[config.mk]
export PLATFORM = sky130hd
export DESIGN_NAME = rau_front
export DESIGN_NICKNAME = d
export VERILOG_FILES = /design/src/hdl/rational_arith_unit_core_assert.svh /design/src/hdl/rau_pkg.sv /design/src/hdl/rau_front.sv
export SDC_FILE = /design/constraint.sdc
export NUM_CORES = 2
export LEC_CHECK = 0
export BUFFER_PORTS_ARGS = -buffer_cell sky130_fd_sc_hd__buf_2
export CAP_MARGIN = 25
export CORE_MARGIN = 2
export CORE_UTILIZATION = 45
export DETAILED_ROUTE_END_ITERATION = 6
export PLACE_DENSITY = 0.69
export SLEW_MARGIN = 20
export SYNTH_ARGS = -nofsm -noshare
export SYNTH_HDL_FRONTEND = slang
export SYNTH_SLANG_ARGS = --single-unit
[constraint.sdc]
create_clock -name i_clk -period 15.6 [get_ports i_clk]
set_input_delay 0 -clock i_clk [delete_from_list [all_inputs] [get_ports i_clk]]
set_output_delay 0 -clock i_clk [all_outputs]
set_load 0.01 [all_outputs]
[src/hdl/rational_arith_unit_core_assert.svh]
// Assertion macros used by the top RTL file of the rational arithmetic unit.
`ifndef RATIONAL_ARITH_UNIT_CORE_ASSERT_SVH
`define RATIONAL_ARITH_UNIT_CORE_ASSERT_SVH

// Same-cycle implication, checked while out of reset.
`define RAU_ASSERT_IMPLY(lbl, clk, rst_n, ante, cons, msg) \
    lbl: assert property (@(posedge clk) disable iff (!rst_n) (ante) |-> (cons)) \
        else $error(msg);

// Next-cycle implication, checked while out of reset.
`define RAU_ASSERT_NEXT(lbl, clk, rst_n, ante, cons, msg) \
    lbl: assert property (@(posedge clk) disable iff (!rst_n) (ante) |=> (cons)) \
        else $error(msg);

`endif

[src/hdl/rau_pkg.sv]
`default_nettype none

package rau_pkg;

    localparam int OPERAND_BITS = 16;
    localparam int PROD_BITS    = 2 * OPERAND_BITS;
    localparam int MAG_BITS     = PROD_BITS + 1;
    localparam int SHIFT_BITS   = $clog2(MAG_BITS + 1);
    localparam int GCD_STEPS    = 2 * MAG_BITS;
    localparam int NUM_BITS     = 33;
    localparam int DEN_BITS     = 31;
    localparam int FIELD_BITS   = 16;

    typedef enum logic [1:0] {
        CMD_ADD = 2'd0,
        CMD_SUB = 2'd1,
        CMD_MUL = 2'd2,
        CMD_DIV = 2'd3
    } t_cmd;

    typedef enum logic [1:0] {
        ST_OK       = 2'd0,
        ST_INVALID  = 2'd1,
        ST_DIV_ZERO = 2'd2
    } t_status;

    typedef struct packed {
        t_cmd                          cmd;
        logic signed [FIELD_BITS-1:0]  lhs_num;
        logic signed [FIELD_BITS-1:0]  lhs_den;
        logic signed [FIELD_BITS-1:0]  rhs_num;
        logic signed [FIELD_BITS-1:0]  rhs_den;
    } t_in;

    typedef struct packed {
        logic signed [NUM_BITS-1:0] res_num;
        logic [DEN_BITS-1:0]        res_den;
        t_status                    status;
    } t_out;

    typedef struct packed {
        t_status               status;
        logic                  neg;
        logic                  zero;
        logic [MAG_BITS-1:0]   a;
        logic [MAG_BITS-1:0]   b;
        logic [MAG_BITS-1:0]   n;
        logic [MAG_BITS-1:0]   d;
        logic [SHIFT_BITS-1:0] k;
    } t_stage;

    typedef struct packed {
        t_status             status;
        logic                neg;
        logic                zero;
        logic [MAG_BITS-1:0] dvs;
        logic [MAG_BITS:0]   rn;
        logic [MAG_BITS-1:0] qn;
        logic [MAG_BITS:0]   rd;
        logic [MAG_BITS-1:0] qd;
    } t_div;

endpackage

`default_nettype wire

[src/hdl/rau_front.sv]
`default_nettype none

module rau_front (
    input  logic           i_clk,
    input  logic           i_rst_n,
    input  logic           i_en,
    input  logic           i_valid,
    input  rau_pkg::t_in   i_data,
    output logic           o_valid,
    output rau_pkg::t_stage o_stage
);
    import rau_pkg::*;

    typedef struct packed {
        t_status              status;
        logic                 s1;
        logic                 s2;
        logic                 dneg;
        logic [PROD_BITS-1:0] p1;
        logic [PROD_BITS-1:0] p2;
        logic [PROD_BITS-1:0] p3;
    } t_prod;

    function automatic logic [OPERAND_BITS-1:0] mag(input logic [OPERAND_BITS-1:0] v);
        return v[OPERAND_BITS-1] ? (~v + 1'b1) : v;
    endfunction

    t_prod  r_prod, n_prod;
    logic   r_prod_vld;
    t_stage r_stage, n_stage;
    logic   r_stage_vld;

    always_comb begin
        logic [OPERAND_BITS-1:0] ln, ld, rn, rd, mb, mc;
        logic sln, sld, srn, srd;
        ln  = mag(OPERAND_BITS'(i_data.lhs_num));
        ld  = mag(OPERAND_BITS'(i_data.lhs_den));
        rn  = mag(OPERAND_BITS'(i_data.rhs_num));
        rd  = mag(OPERAND_BITS'(i_data.rhs_den));
        sln = i_data.lhs_num[OPERAND_BITS-1];
        sld = i_data.lhs_den[OPERAND_BITS-1];
        srn = i_data.rhs_num[OPERAND_BITS-1];
        srd = i_data.rhs_den[OPERAND_BITS-1];
        if (ld == '0 || rd == '0) begin
            n_prod.status = ST_INVALID;
        end else if (i_data.cmd == CMD_DIV && rn == '0) begin
            n_prod.status = ST_DIV_ZERO;
        end else begin
            n_prod.status = ST_OK;
        end
        mb = (i_data.cmd == CMD_MUL) ? rn : rd;
        mc = (i_data.cmd == CMD_DIV) ? rn : rd;
        n_prod.p1 = PROD_BITS'(ln) * PROD_BITS'(mb);
        n_prod.p3 = PROD_BITS'(ld) * PROD_BITS'(mc);
        n_prod.s1 = sln ^ ((i_data.cmd == CMD_MUL) ? srn : srd);
        n_prod.dneg = sld ^ ((i_data.cmd == CMD_DIV) ? srn : srd);
        if (i_data.cmd == CMD_ADD || i_data.cmd == CMD_SUB) begin
            n_prod.p2 = PROD_BITS'(rn) * PROD_BITS'(ld);
            n_prod.s2 = srn ^ sld ^ (i_data.cmd == CMD_SUB);
        end else begin
            n_prod.p2 = '0;
            n_prod.s2 = n_prod.s1;
        end
    end

    always_comb begin
        logic [MAG_BITS-1:0] nmag;
        logic                nneg;
        priority if (r_prod.s1 == r_prod.s2) begin
            nmag = MAG_BITS'(r_prod.p1) + MAG_BITS'(r_prod.p2);
            nneg = r_prod.s1;
        end else if (r_prod.p1 >= r_prod.p2) begin
            nmag = MAG_BITS'(r_prod.p1 - r_prod.p2);
            nneg = r_prod.s1;
        end else begin
            nmag = MAG_BITS'(r_prod.p2 - r_prod.p1);
            nneg = r_prod.s2;
        end
        n_stage.status = r_prod.status;
        n_stage.neg    = nneg ^ r_prod.dneg;
        n_stage.zero   = (nmag == '0) || (r_prod.status != ST_OK);
        n_stage.a      = nmag;
        n_stage.b      = MAG_BITS'(r_prod.p3);
        n_stage.n      = nmag;
        n_stage.d      = MAG_BITS'(r_prod.p3);
        n_stage.k      = '0;
    end

    always_ff @(posedge i_clk) begin
        if (!i_rst_n) begin
            r_prod_vld  <= 1'b0;
            r_stage_vld <= 1'b0;
        end else if (i_en) begin
            r_prod_vld  <= i_valid;
            r_stage_vld <= r_prod_vld;
        end
        if (i_en) begin
            r_prod  <= n_prod;
            r_stage <= n_stage;
        end
    end

    assign o_valid = r_stage_vld;
    assign o_stage = r_stage;

endmodule

`default_nettype wire

==> impl.org <==
** Run status
- The flow ran to the end, but the final reports show violations.
- Violations in the final reports :: design-rule violations

** Die
- The die covers 0.08543 sq mm.
- Placeable core area :: 0.08224 sq mm
- For this configuration, the core starts out at a cell density of 0.4547.
- Die X-Extent :: 292.3 um
- Number of ports placed on the die boundary :: 213
- Row generation in the floorplan step produced 105 rows.
- Height of the die :: 292.3 um

** Worst hold path
- In this run the most critical hold path is launched from i_en.
- Min-Delay Path Class :: primary input to flop

** Global route
- For this run, the total global-route usage over all layers was measured as 0.2522.
- Entering global routing, the biggest net connects 68 pins.
- Vias in the first global route :: 30240
- The first global-routing pass estimated 168.2 mm of wire.
- The initial antenna violation count was 11.
- Global routing finished with a remaining overflow of 0.

** STA
- The final-report hold violation count came to 0.
- Worst relative slew slack :: 0.2231
- Clock skew after layout :: 0.02274 ns
- Final count of negative-setup-slack endpoints :: 0
- The max-slew violation count came to 0.
- Worst-margin pin slew :: 1.161 ns
- Share of the cycle needed by the critical path after routing :: 0.5428
- Worst slack on hold paths :: 0.02396 ns
- Adding up every negative setup slack in the final design gives 0 ns.
- The smallest clock period supported by the final layout is computed as 8.468 ns.
- Timing-limited maximum frequency :: 0.1181 GHz
- Setup repair after global routing left no endpoint under its margin.

** Yosys
- Primary FF master, synth :: sky130_fd_sc_hd__edfxtp_1
- Cell with the most instances after synthesis :: sky130_fd_sc_hd__inv_1
- Share of synthesized area occupied by flip-flops and latches :: 0.1376
- After synthesis the cells add up to 0.03740 sq mm.
- The synthesized design contains 172 register bits.
- Post-synthesis cell type count :: 94
- The largest total area in the synthesized netlist belongs to sky130_fd_sc_hd__fa_1.
- In the post-synthesis netlist, the biggest area contributors are sky130_fd_sc_hd__fa_1 31%, sky130_fd_sc_hd__ha_1 14%, sky130_fd_sc_hd__edfxtp_1 14%.
- Synth Area per Inst :: 8.827 sq um
- Number of enable-type register cells in the synthesized netlist :: 170
- Fraction of registers with async set/reset :: 0
- The share of synthesized area in the top cell type comes to 0.3131.
- The Yosys step of the flow raised 0 warnings.
- Ranked by instance count, the synthesized netlist is headed by 767 x sky130_fd_sc_hd__inv_1, 585 x sky130_fd_sc_hd__fa_1, 511 x sky130_fd_sc_hd__nand2_1, 487 x sky130_fd_sc_hd__nor2_1, 412 x sky130_fd_sc_hd__ha_1.
- Synthesis handed over a netlist of 4237 instances.

** Clock tree
- Cell chosen for the clock root :: sky130_fd_sc_hd__clkbuf_16
- Clock-pin slew was measured on the worst setup and hold paths at 0.08 ns.
- Maximum level of the CTS H-tree :: 4
- In this run the deepest clock path goes through 2 buffers.
- In this run the post-CTS setup repair buffer count came out at 0.
- TritonCTS built the clock tree.
- The later pin in the worst-skew pair is clocked with a latency of 0.52 ns.
- TritonCTS created 17 clock buffers.
- Sinks on Clock Net :: 172
- Resize count post-CTS :: 0

** Worst setup path
- The critical path is of the primary input to flop type.
- STA classifies the critical path startpoint as a primary input.
- The largest single stage delay on the critical path is 0.71 ns.
- Most repeated library cell on the critical path :: sky130_fd_sc_hd__fa_1
- In this run the worst path has a maximum fanout of 18.
- For the worst setup path, the data arrival time is 8.70 ns.
- The slowest stage of the critical path belongs to the cell sky130_fd_sc_hd__clkinv_1.
- Data required time at the worst endpoint :: 15.83 ns
- Start point of the critical path :: i_data[32]
- Startpoint of the lowest-slack register-to-register path :: r_prod[62]
- Kind of capture point of the worst setup path :: flop

** Layout
- In the final layout, the multi-input gates occupy 0.02833 sq mm.
- Total non-filler cell area in the finished layout :: 0.03996 sq mm
- Final #Nets :: 5393
- From synthesis to final layout, the design area changed by 6.858%.
- Of the cells placed in the final design, the portion with a size suffix greater than 1 is 0.08689.
- Counting the fill cells in the layout gives 7775.
- Flip-flop and latch area :: 0.005145 sq mm

** Detailed routing
- The first detailed-routing pass took 7 iterations.
- Number of DRC markers in iteration 0 :: 2607
- Detail-routed net length per standard cell :: 19.31 um
- In the routed design, unresolved DRC markers number 3.
- Number of vias per cell :: 5.467
- The routed layout has 29600 vias.
- WL final :: 104.5 mm
- Remaining antenna violation count :: 0

** Placed design
- PortBufs :: 204
- Post-placement cell area :: 0.03929 sq mm
- After legalization and detailed placement, the total HPWL measured 85.33 mm.
- Routability cong. :: 0.9637

** Job
- Across the run, the number of max-cap violations was 0.
worst max-delay path: cells and delay by family:
kind                     cells  cell delay, ns
AO/OA/AOI/OAI               10            2.32
XOR/XNOR                     2            0.62
adder cells (fa/ha/maj)      8            3.77
buffers and inverters        7            1.54
AND/OR/NAND/NOR              4            0.41
layer usage:
metal / GRT usage / routed length [um] / vias to the layer above
met3: 0.05243 / 9877 / 237
met5: 0 / 82 / -
met2: 0.3964 / 46250 / 1367
met1: 0.3440 / 44240 / 14450
met4: 0.09456 / 4078 / 12
li1: - / - / 13530
area by class of cell:
cell class / instances / area share
multi-input combinational: 3082 / 0.7090
antenna: 5 / 0.0003131
inverter: 770 / 0.07232
sequential: 172 / 0.1287
clock inverter: 15 / 0.004759
tap: 1070 / 0.03350
timing repair buffer: 283 / 0.04073
clock buffer: 17 / 0.01064
per-stage QoR:
stage | std cells | util | setup slack, ns
finish | 5414 | 0.4859 | 7.132
global route | 5413 | 0.4859 | 6.673
CTS | 5406 | 0.4854 | 7.255
detailed placement | 5372 | 0.4777 | 6.721
global placement | 5370 | 0.4774 | 6.381
floorplan | 4244 | - | 7.523
final timing paths:
check                                     to  slack [ns]  depth (start not counted)
worst max register to register  o_stage[138]       10.50                         15
worst max-delay path              r_prod[63]        7.13                         31
worst min-delay path             o_stage[25]        0.02                          1
worst min register to register    o_stage[6]        0.42                          0
cell families after synthesis:
logic type,Yosys count,share of synthesized area
simple gates,1293,0.1510
other cells,1,0.0001003
compound gates,561,0.09829
mux,19,0.005252
flops,172,0.1376
xor+xnor,204,0.04778
fa+ha+maj,997,0.4510
buf+inv,990,0.1090
registers in the layout (all words and copies together), names as in the netlist:
| register | flops |
|---|---|
| o_stage | 69 |
| r_prod | 67 |
| n_stage | 34 |
| o_valid | 1 |
| r_prod_vld | 1 |
timing repair:
item / in CTS / in global routing
endpoints found under the setup margin: 0 / 0
hold buffers: 2 / 0
endpoints found under the hold margin: 2 / 0
placed cells by master, fill, tap and decap left out, types with 40 or more instances in the layout:
master                       n
sky130_fd_sc_hd__edfxtp_1  170
sky130_fd_sc_hd__inv_1     767
sky130_fd_sc_hd__xor2_1     77
sky130_fd_sc_hd__ha_1      412
sky130_fd_sc_hd__buf_4      76
sky130_fd_sc_hd__o21ai_0   101
sky130_fd_sc_hd__fa_1      585
sky130_fd_sc_hd__nor2_1    487
sky130_fd_sc_hd__o21a_1     43
sky130_fd_sc_hd__nand2b_1   40
sky130_fd_sc_hd__xnor2_1   114
sky130_fd_sc_hd__a21oi_1   158
sky130_fd_sc_hd__nand2_1   511
sky130_fd_sc_hd__a21o_1     43
sky130_fd_sc_hd__buf_2     203
Power is left out: the tool's default activity adds up to more than one toggle a clock period on the data nets, which glitch-free logic cannot reach.
